--- src/rtl/core/cfhb_pkg.sv ---
`timescale 1ns / 1ps
// ----------------------------------------------------------------------------
// cfhb_pkg
// Shared types, constants and small functions of the column-fold hash block.
// ----------------------------------------------------------------------------
package cfhb_pkg;

  localparam int COLUMNS_DEF   = 20;
  localparam int GROUP_LEN_DEF = 4;
  localparam int KEY_LEN       = 22;

  localparam logic [7:0] DASH_CHAR = 8'h2D;

  // Key characters already reduced modulo 36, one per key position.
  localparam logic [5:0] KEY_MOD [KEY_LEN] = '{
    6'd32, 6'd3,  6'd2,  6'd31, 6'd34, 6'd33, 6'd2,  6'd31,
    6'd9,  6'd0,  6'd25, 6'd2,  6'd8,  6'd3,  6'd2,  6'd28,
    6'd25, 6'd9,  6'd13, 6'd21, 6'd12, 6'd18
  };

  typedef enum logic {
    ST_ACCUM,
    ST_DRAIN
  } state_e;

  // Control broadcast from the controller to every cell.
  typedef struct packed {
    logic accept;  // a byte is accepted this cycle
    logic shift;   // column values move one cell toward the head
    logic load;    // columns and pointer return to their reset values
  } cell_ctrl_t;

  // Remainder modulo 36 of a value below 291, by a reciprocal multiply
  // and one correcting subtraction.
  function automatic logic [5:0] mod36(input logic [8:0] x);
    logic [14:0] p;
    logic [3:0]  q;
    logic [9:0]  r;
    p = 15'(x) * 15'd57;
    q = p[14:11];
    r = 10'(x) - 10'(q) * 10'd36;
    if (r >= 10'd36) begin
      r = r - 10'd36;
    end
    return r[5:0];
  endfunction

  // Character of the table 0-9A-Z at a value below 36.
  function automatic logic [7:0] digit_char(input logic [5:0] v);
    logic [7:0] c;
    if (v < 6'd10) begin
      c = 8'h30 + 8'(v);
    end else begin
      c = 8'h37 + 8'(v);
    end
    return c;
  endfunction

endpackage

--- src/rtl/core/cfhb_cell.sv ---
`timescale 1ns / 1ps
// ----------------------------------------------------------------------------
// cfhb_cell
// One column of the hash: a running sum modulo 36 and a share of the
// one-hot column pointer, both passed along the chain.
// ----------------------------------------------------------------------------
module cfhb_cell
  import cfhb_pkg::*;
#(
  parameter logic [5:0] KEY     = 6'd0,
  parameter bit         IS_HEAD = 1'b0
) (
  input  logic       clk_i,
  input  logic       rst_ni,
  input  cell_ctrl_t ctrl_i,
  input  logic [7:0] byte_i,
  input  logic [5:0] nbr_sum_i,
  input  logic       nbr_tok_i,
  output logic [5:0] sum_o,
  output logic       tok_o
);

  logic [5:0] sum_q, sum_d;
  logic       tok_q, tok_d;

  always_comb begin
    sum_d = sum_q;
    tok_d = tok_q;
    if (ctrl_i.load) begin
      sum_d = KEY;
      tok_d = IS_HEAD;
    end else if (ctrl_i.shift) begin
      sum_d = nbr_sum_i;
    end else if (ctrl_i.accept) begin
      if (tok_q) begin
        sum_d = mod36({3'b000, sum_q} + {1'b0, byte_i});
      end
      tok_d = nbr_tok_i;
    end
  end

  always_ff @(posedge clk_i or negedge rst_ni) begin
    if (!rst_ni) begin
      sum_q <= KEY;
      tok_q <= IS_HEAD;
    end else begin
      sum_q <= sum_d;
      tok_q <= tok_d;
    end
  end

  assign sum_o = sum_q;
  assign tok_o = tok_q;

endmodule

--- src/rtl/core/cfhb_ctrl.sv ---
`timescale 1ns / 1ps
// ----------------------------------------------------------------------------
// cfhb_ctrl
// Input handshake, drain sequencing with dash insertion, output register.
// ----------------------------------------------------------------------------
module cfhb_ctrl
  import cfhb_pkg::*;
#(
  parameter int COLUMNS   = COLUMNS_DEF,
  parameter int GROUP_LEN = GROUP_LEN_DEF
) (
  input  logic       clk_i,
  input  logic       rst_ni,
  input  logic       in_valid_i,
  input  logic       is_last_i,
  output logic       in_ready_o,
  input  logic [5:0] head_sum_i,
  output cell_ctrl_t ctrl_o,
  output logic       out_valid_o,
  input  logic       out_ready_i,
  output logic [7:0] out_char_o,
  output logic       out_last_o
);

  localparam int COL_W = (COLUMNS > 1) ? $clog2(COLUMNS) : 1;
  localparam int GRP_W = (GROUP_LEN > 1) ? $clog2(GROUP_LEN) : 1;

  state_e            state_q, state_d;
  logic [COL_W-1:0]  col_q, col_d;
  logic [GRP_W-1:0]  grp_q, grp_d;
  logic              dash_q, dash_d;
  logic              ovalid_q, ovalid_d;
  logic [7:0]        ochar_q, ochar_d;
  logic              olast_q, olast_d;

  logic accept;
  logic slot_free;
  logic last_col;

  assign accept    = in_valid_i && in_ready_o;
  assign slot_free = !ovalid_q || out_ready_i;
  assign last_col  = (col_q == COL_W'(COLUMNS - 1));

  // Next state.
  always_comb begin
    state_d = state_q;
    unique case (state_q)
      ST_ACCUM: if (accept && is_last_i) state_d = ST_DRAIN;
      ST_DRAIN: if (slot_free && !dash_q && last_col) state_d = ST_ACCUM;
      default:  state_d = ST_ACCUM;
    endcase
  end

  // Outputs and datapath control.
  always_comb begin
    in_ready_o   = 1'b0;
    ctrl_o       = '0;
    col_d        = col_q;
    grp_d        = grp_q;
    dash_d       = dash_q;
    ovalid_d     = ovalid_q && !out_ready_i;
    ochar_d      = ochar_q;
    olast_d      = olast_q;
    unique case (state_q)
      ST_ACCUM: begin
        in_ready_o    = 1'b1;
        ctrl_o.accept = accept;
      end
      ST_DRAIN: begin
        if (slot_free) begin
          ovalid_d = 1'b1;
          if (dash_q) begin
            ochar_d = DASH_CHAR;
            olast_d = 1'b0;
            dash_d  = 1'b0;
          end else begin
            ochar_d      = digit_char(head_sum_i);
            olast_d      = last_col;
            ctrl_o.shift = 1'b1;
            if (last_col) begin
              // Name complete: columns go back to the key, the pointer to the head cell.
              ctrl_o.load = 1'b1;
              col_d       = '0;
              grp_d       = '0;
            end else begin
              col_d = col_q + 1'b1;
              if (grp_q == GRP_W'(GROUP_LEN - 1)) begin
                grp_d  = '0;
                dash_d = 1'b1;
              end else begin
                grp_d = grp_q + 1'b1;
              end
            end
          end
        end
      end
      default: ;
    endcase
  end

  always_ff @(posedge clk_i or negedge rst_ni) begin
    if (!rst_ni) begin
      state_q  <= ST_ACCUM;
      col_q    <= '0;
      grp_q    <= '0;
      dash_q   <= 1'b0;
      ovalid_q <= 1'b0;
    end else begin
      state_q  <= state_d;
      col_q    <= col_d;
      grp_q    <= grp_d;
      dash_q   <= dash_d;
      ovalid_q <= ovalid_d;
    end
  end

  always_ff @(posedge clk_i) begin
    ochar_q <= ochar_d;
    olast_q <= olast_d;
  end

  assign out_valid_o = ovalid_q;
  assign out_char_o  = ochar_q;
  assign out_last_o  = olast_q;

endmodule

--- src/rtl/core/column_fold_hash_base36.sv ---
`timescale 1ns / 1ps
// ----------------------------------------------------------------------------
// column_fold_hash_base36
// Folds a byte string into COLUMNS base-36 columns and emits the hash name.
// ----------------------------------------------------------------------------
// Bytes are taken one per cycle; each goes into the column cell that holds
// the pointer token, which then moves to the next cell. On the byte marked
// last the input stalls while the name drains out: one character per cycle
// when the output is taken, COLUMNS digits plus a dash before each group of
// GROUP_LEN columns after the first (24 characters at the defaults), the column
// values shifting toward the head cell one step per digit. The input reopens
// on the cycle after the last digit leaves the chain, with all columns back
// at their key values.
module column_fold_hash_base36
  import cfhb_pkg::*;
#(
  parameter int COLUMNS   = COLUMNS_DEF,
  parameter int GROUP_LEN = GROUP_LEN_DEF
) (
  input  logic       clk_i,
  input  logic       rst_ni,
  input  logic       in_valid_i,
  output logic       in_ready_o,
  input  logic [7:0] data_byte_i,
  input  logic       is_last_i,
  output logic       out_valid_o,
  input  logic       out_ready_i,
  output logic [7:0] out_char_o,
  output logic       out_last_o
);

  cell_ctrl_t ctrl;
  logic [5:0] sums [COLUMNS];
  logic       toks [COLUMNS];

  cfhb_ctrl #(
    .COLUMNS   (COLUMNS),
    .GROUP_LEN (GROUP_LEN)
  ) u_ctrl (
    .clk_i       (clk_i),
    .rst_ni      (rst_ni),
    .in_valid_i  (in_valid_i),
    .is_last_i   (is_last_i),
    .in_ready_o  (in_ready_o),
    .head_sum_i  (sums[0]),
    .ctrl_o      (ctrl),
    .out_valid_o (out_valid_o),
    .out_ready_i (out_ready_i),
    .out_char_o  (out_char_o),
    .out_last_o  (out_last_o)
  );

  for (genvar i = 0; i < COLUMNS; i++) begin : g_cell
    localparam int KI   = i % KEY_LEN;
    localparam int NEXT = (i + 1) % COLUMNS;
    localparam int PREV = (i + COLUMNS - 1) % COLUMNS;

    cfhb_cell #(
      .KEY     (KEY_MOD[KI]),
      .IS_HEAD (i == 0)
    ) u_cell (
      .clk_i     (clk_i),
      .rst_ni    (rst_ni),
      .ctrl_i    (ctrl),
      .byte_i    (data_byte_i),
      .nbr_sum_i (sums[NEXT]),
      .nbr_tok_i (toks[PREV]),
      .sum_o     (sums[i]),
      .tok_o     (toks[i])
    );
  end

endmodule

--- config.mk ---
export PLATFORM = sky130hd
export DESIGN_NAME = column_fold_hash_base36
export DESIGN_NICKNAME = d
export VERILOG_FILES = /design/src/rtl/core/cfhb_pkg.sv /design/src/rtl/core/cfhb_cell.sv /design/src/rtl/core/cfhb_ctrl.sv /design/src/rtl/core/column_fold_hash_base36.sv
export SDC_FILE = /design/constraint.sdc
export NUM_CORES = 2
export LEC_CHECK = 0
export BUFFER_PORTS_ARGS = -buffer_cell sky130_fd_sc_hd__buf_2
export CELL_PAD_IN_SITES_DETAIL_PLACEMENT = 2
export CELL_PAD_IN_SITES_GLOBAL_PLACEMENT = 2
export CORE_MARGIN = 2
export CORE_UTILIZATION = 46
export CTS_CLUSTER_SIZE = 25
export DETAILED_ROUTE_END_ITERATION = 8
export PLACE_DENSITY_LB_ADDON = 0.1
export SYNTH_ARGS = -nofsm -noshare
export SYNTH_HDL_FRONTEND = slang
export SYNTH_SLANG_ARGS = --single-unit
export TNS_END_PERCENT = 30
--- constraint.sdc ---
create_clock -name clk_i -period 21.2 [get_ports clk_i]
set_input_delay 4.24 -clock clk_i [delete_from_list [all_inputs] [get_ports clk_i]]
set_output_delay 4.24 -clock clk_i [all_outputs]
set_load 0.005 [all_outputs]
==> flow_summary.yaml <==
outcome:
  status: "completed"
clock_tree:
  htree_levels: 4
  clk_pin_slew_ns: 0.07
  clock_sinks: 158
  hold_buffers: 0
  clock_latency_ns: 0.50
  root_buffer: "clkbuf_16"
  cts_tree: "yes"
  post_cts_resized: 0
  post_cts_buffers: 0
  cts.path.max_buffers: 2
  cts_buffers: 17
sta:
  rsz0062_at_grt: "false"
  maxSlewViolCount: 0
  fmax_mhz: 77.6
  worst_pin_slew_ns: 1.25
  slew_headroom: 0.164
  hold_viol_final: 0
  fin_crit_ns: 12.88
  fin_crit_sh: 0.608
  finalSetupTns_ns: 0
  setup_viol: 0
  skew_ns: 0.0158
setup_path:
  cpMostUsedCell: "ha_1"
  cp_data_required_time_ns: 21.58
  worstSetupPathType: "input pin to flip-flop"
  reg2regPathDepth: 33
  end_kind: "flip-flop"
  rrSetupSlack_ns: 12.20
  path_max_fanout: 20
  regToRegStartpoint: "g_cell[14].u_cell.sum_o[0]"
  worstSetupStartpointType: "input pin"
  reg2reg_to: "g_cell[14].u_cell.sum_o[4]"
  arrival_ns: 13.26
  cpPeakStageDelay_ns: 0.61
  slowest_stage: "xor2_1"
hold_path:
  min_from: "g_cell[12].u_cell.tok_o"
  hold_path_end: "g_cell[12].u_cell.tok_o"
  holdPathStages: 2
  hold_path_class: "flip-flop to flip-flop"
floorplanning:
  rows: 106
  die_area_um2: 86700
  pin_count: 24
  core_um2: 83600
  die_x_um: 294
  die_h_um: 294
  start_util: 0.464
finish:
  final_cells: 5584
  areaGrowthSynthToFinish_pct: 5.24
  finish.utilization: 0.489
  fillers: 9322
  drive_above_1_share: 0.0551
  fin_nets: 5508
grt:
  antenna_found_initial: 1
  grt_pass1_vias: 38600
  grt.overflow.total: 0
  grt_pass1_wl_mm: 206
  grt_max_degree: 73
  grt_usage: 0.290
synth:
  synth.cells.most_frequent: "ha_1, xnor2_1, inv_1"
  ys_seq_area_frac: 0.104
  ys.flop_type: "dfrtp_1"
  synth_edf_count: 8
  synthTopCellsByArea: "ha_1, xnor2_1, dfrtp_1, fa_1, a21o_1"
  post-synth-top-area-cell: "ha_1"
  avgSynthCellArea_um2: 8.61
  yosysWarningCount: 0
  synth_cells: 4506
  yosysMostFrequentCell: "ha_1"
  async_flop_share: 0.949
  yosysUniqueCellTypes: 101
  ys_seq_elements: 158
  syn-cell-area_um2: 38800
  syn-num-nets: 5524
  synth.top_cell.area_share: 0.298
routing:
  ant_nets: 0
  m1WireLength_mm: 55.4
  wire_per_inst_um: 22.3
  wl_met3_mm: 2.24
  drc_errors: 0
  wl_met2_mm: 64.2
  topRoutingLayerUsed: "met4"
  dr.pass1.iters: 5
  vias_per_cell: 6.09
  routed_wl_mm: 125
  drt_iter0_drc: 1178
  num_vias: 34000
place:
  dpl.hpwl_mm: 97.8
  numPlacedInstances: 5551
  port_buffers: 22
  gp_congestion: 0.792
run:
  maxCapViolCount: 0
==> layout make-up <==
| class | count | area (um^2) | area share |
|---|---|---|---|
| Antenna cell | 1 | 2.50 | 0.0000613 |
| Clock buffer | 23 | 468 | 0.0115 |
| Clock inverter | 9 | 110 | 0.00270 |
| Inverter | 334 | 1250 | 0.0307 |
| Multi-Input combinational cell | 3914 | 33200 | 0.812 |
| Sequential cell | 158 | 4050 | 0.0992 |
| Tap cell | 1080 | 1350 | 0.0331 |
| Timing Repair Buffer | 65 | 444 | 0.0109 |
==> how the worst max path moves through the flow <==
stage	cells after the start	slack, ns	start	to
finish	34	8.32	data_byte_i[0]	g_cell[14].u_cell.sum_o[4]
global route	34	7.73	data_byte_i[0]	g_cell[14].u_cell.sum_o[5]
CTS	34	8.51	data_byte_i[0]	g_cell[14].u_cell.sum_o[4]
detailed placement	34	8.11	data_byte_i[0]	g_cell[14].u_cell.sum_o[4]
global placement	34	8.60	data_byte_i[0]	g_cell[14].u_cell.sum_o[5]
floorplan	34	9.76	data_byte_i[0]	g_cell[14].u_cell.sum_o[4]
==> through the flow <==
step	setup WS (ns)	instance area, um^2	hold WS [ns]
floorplan	9.76	38800	0.443
global placement	8.60	40200	0.460
CTS	8.51	40800	0.493
detailed placement	8.11	40200	0.472
global route	7.73	40800	0.524
finish	8.32	40800	0.495
==> sequential cells by signal, indices dropped and copies added, names as in the netlist <==
signal / cells
u_ctrl.out_char_o: 7
u_ctrl.state_q: 1
u_ctrl.out_valid_o: 1
u_ctrl.col_q: 5
g_cell.u_cell.sum_o: 120
g_cell.u_cell.tok_o: 20
u_ctrl.grp_q: 2
u_ctrl.out_last_o: 1
u_ctrl.dash_q: 1
==> per-layer routing <==
metal / global-route usage / vias up
met5: 0 / -
li1: - / 16300
met1: 0.354 / 17200
met3: 0.0241 / 173
met4: 0.0744 / 0
met2: 0.544 / 335
==> logic make-up (layout without fill, tap and decap cells) <==
logic type / count (synthesis) / count (layout) / synth area share
flip-flops: 158 / 158 / 0.104
XOR/XNOR: 609 / 609 / 0.146
adder cells (fa/ha/maj): 1061 / 1061 / 0.354
other: 1 / 2 / 0.0000967
AO/OA/AOI/OAI: 1116 / 1116 / 0.196
multiplexers: 79 / 79 / 0.0210
AND/OR/NAND/NOR: 1048 / 1048 / 0.136
buffers and inverters: 434 / 431 / 0.0423
==> layout by cell type, fill, tap and decap left out, types with 22 or more instances in the layout <==
cell type  netlist  layout
ha_1           925     925
nand2b_1        70      70
a211oi_1        42      42
nor2b_1         68      67
xnor2_1        416     416
and3_1          39      38
nor3_1          92      92
and2_1          46      46
fa_1            80      80
a21oi_1        276     275
xor2_1         167     167
nand3_1        155     154
nand4_1         22      22
o21ai_0        183     183
o211ai_1        48      48
a21o_1         200     200
a31oi_1         51      51
mux2i_1         59      59
nand2_1        276     275
a32oi_1         27      27
buf_4            2      45
maj3_1          48      48
o21bai_1        31      31
xnor3_1         22      22
inv_1          334     334
dfrtp_1        106     106
nor2_1         177     175
dfstp_2         44      44
==> critical path: cells and delay by family <==
| kind | cells | cell delay [ns] |
|---|---|---|
| adder cells (fa/ha/maj) | 10 | 3.18 |
| AO/OA/AOI/OAI | 13 | 2.95 |
| XOR/XNOR | 3 | 1.15 |
| AND/OR/NAND/NOR | 5 | 1.14 |
| buffers and inverters | 3 | 0.57 |
Power is left out: the tool's default activity adds up to more than one toggle a clock period on the data nets, which glitch-free logic cannot reach.
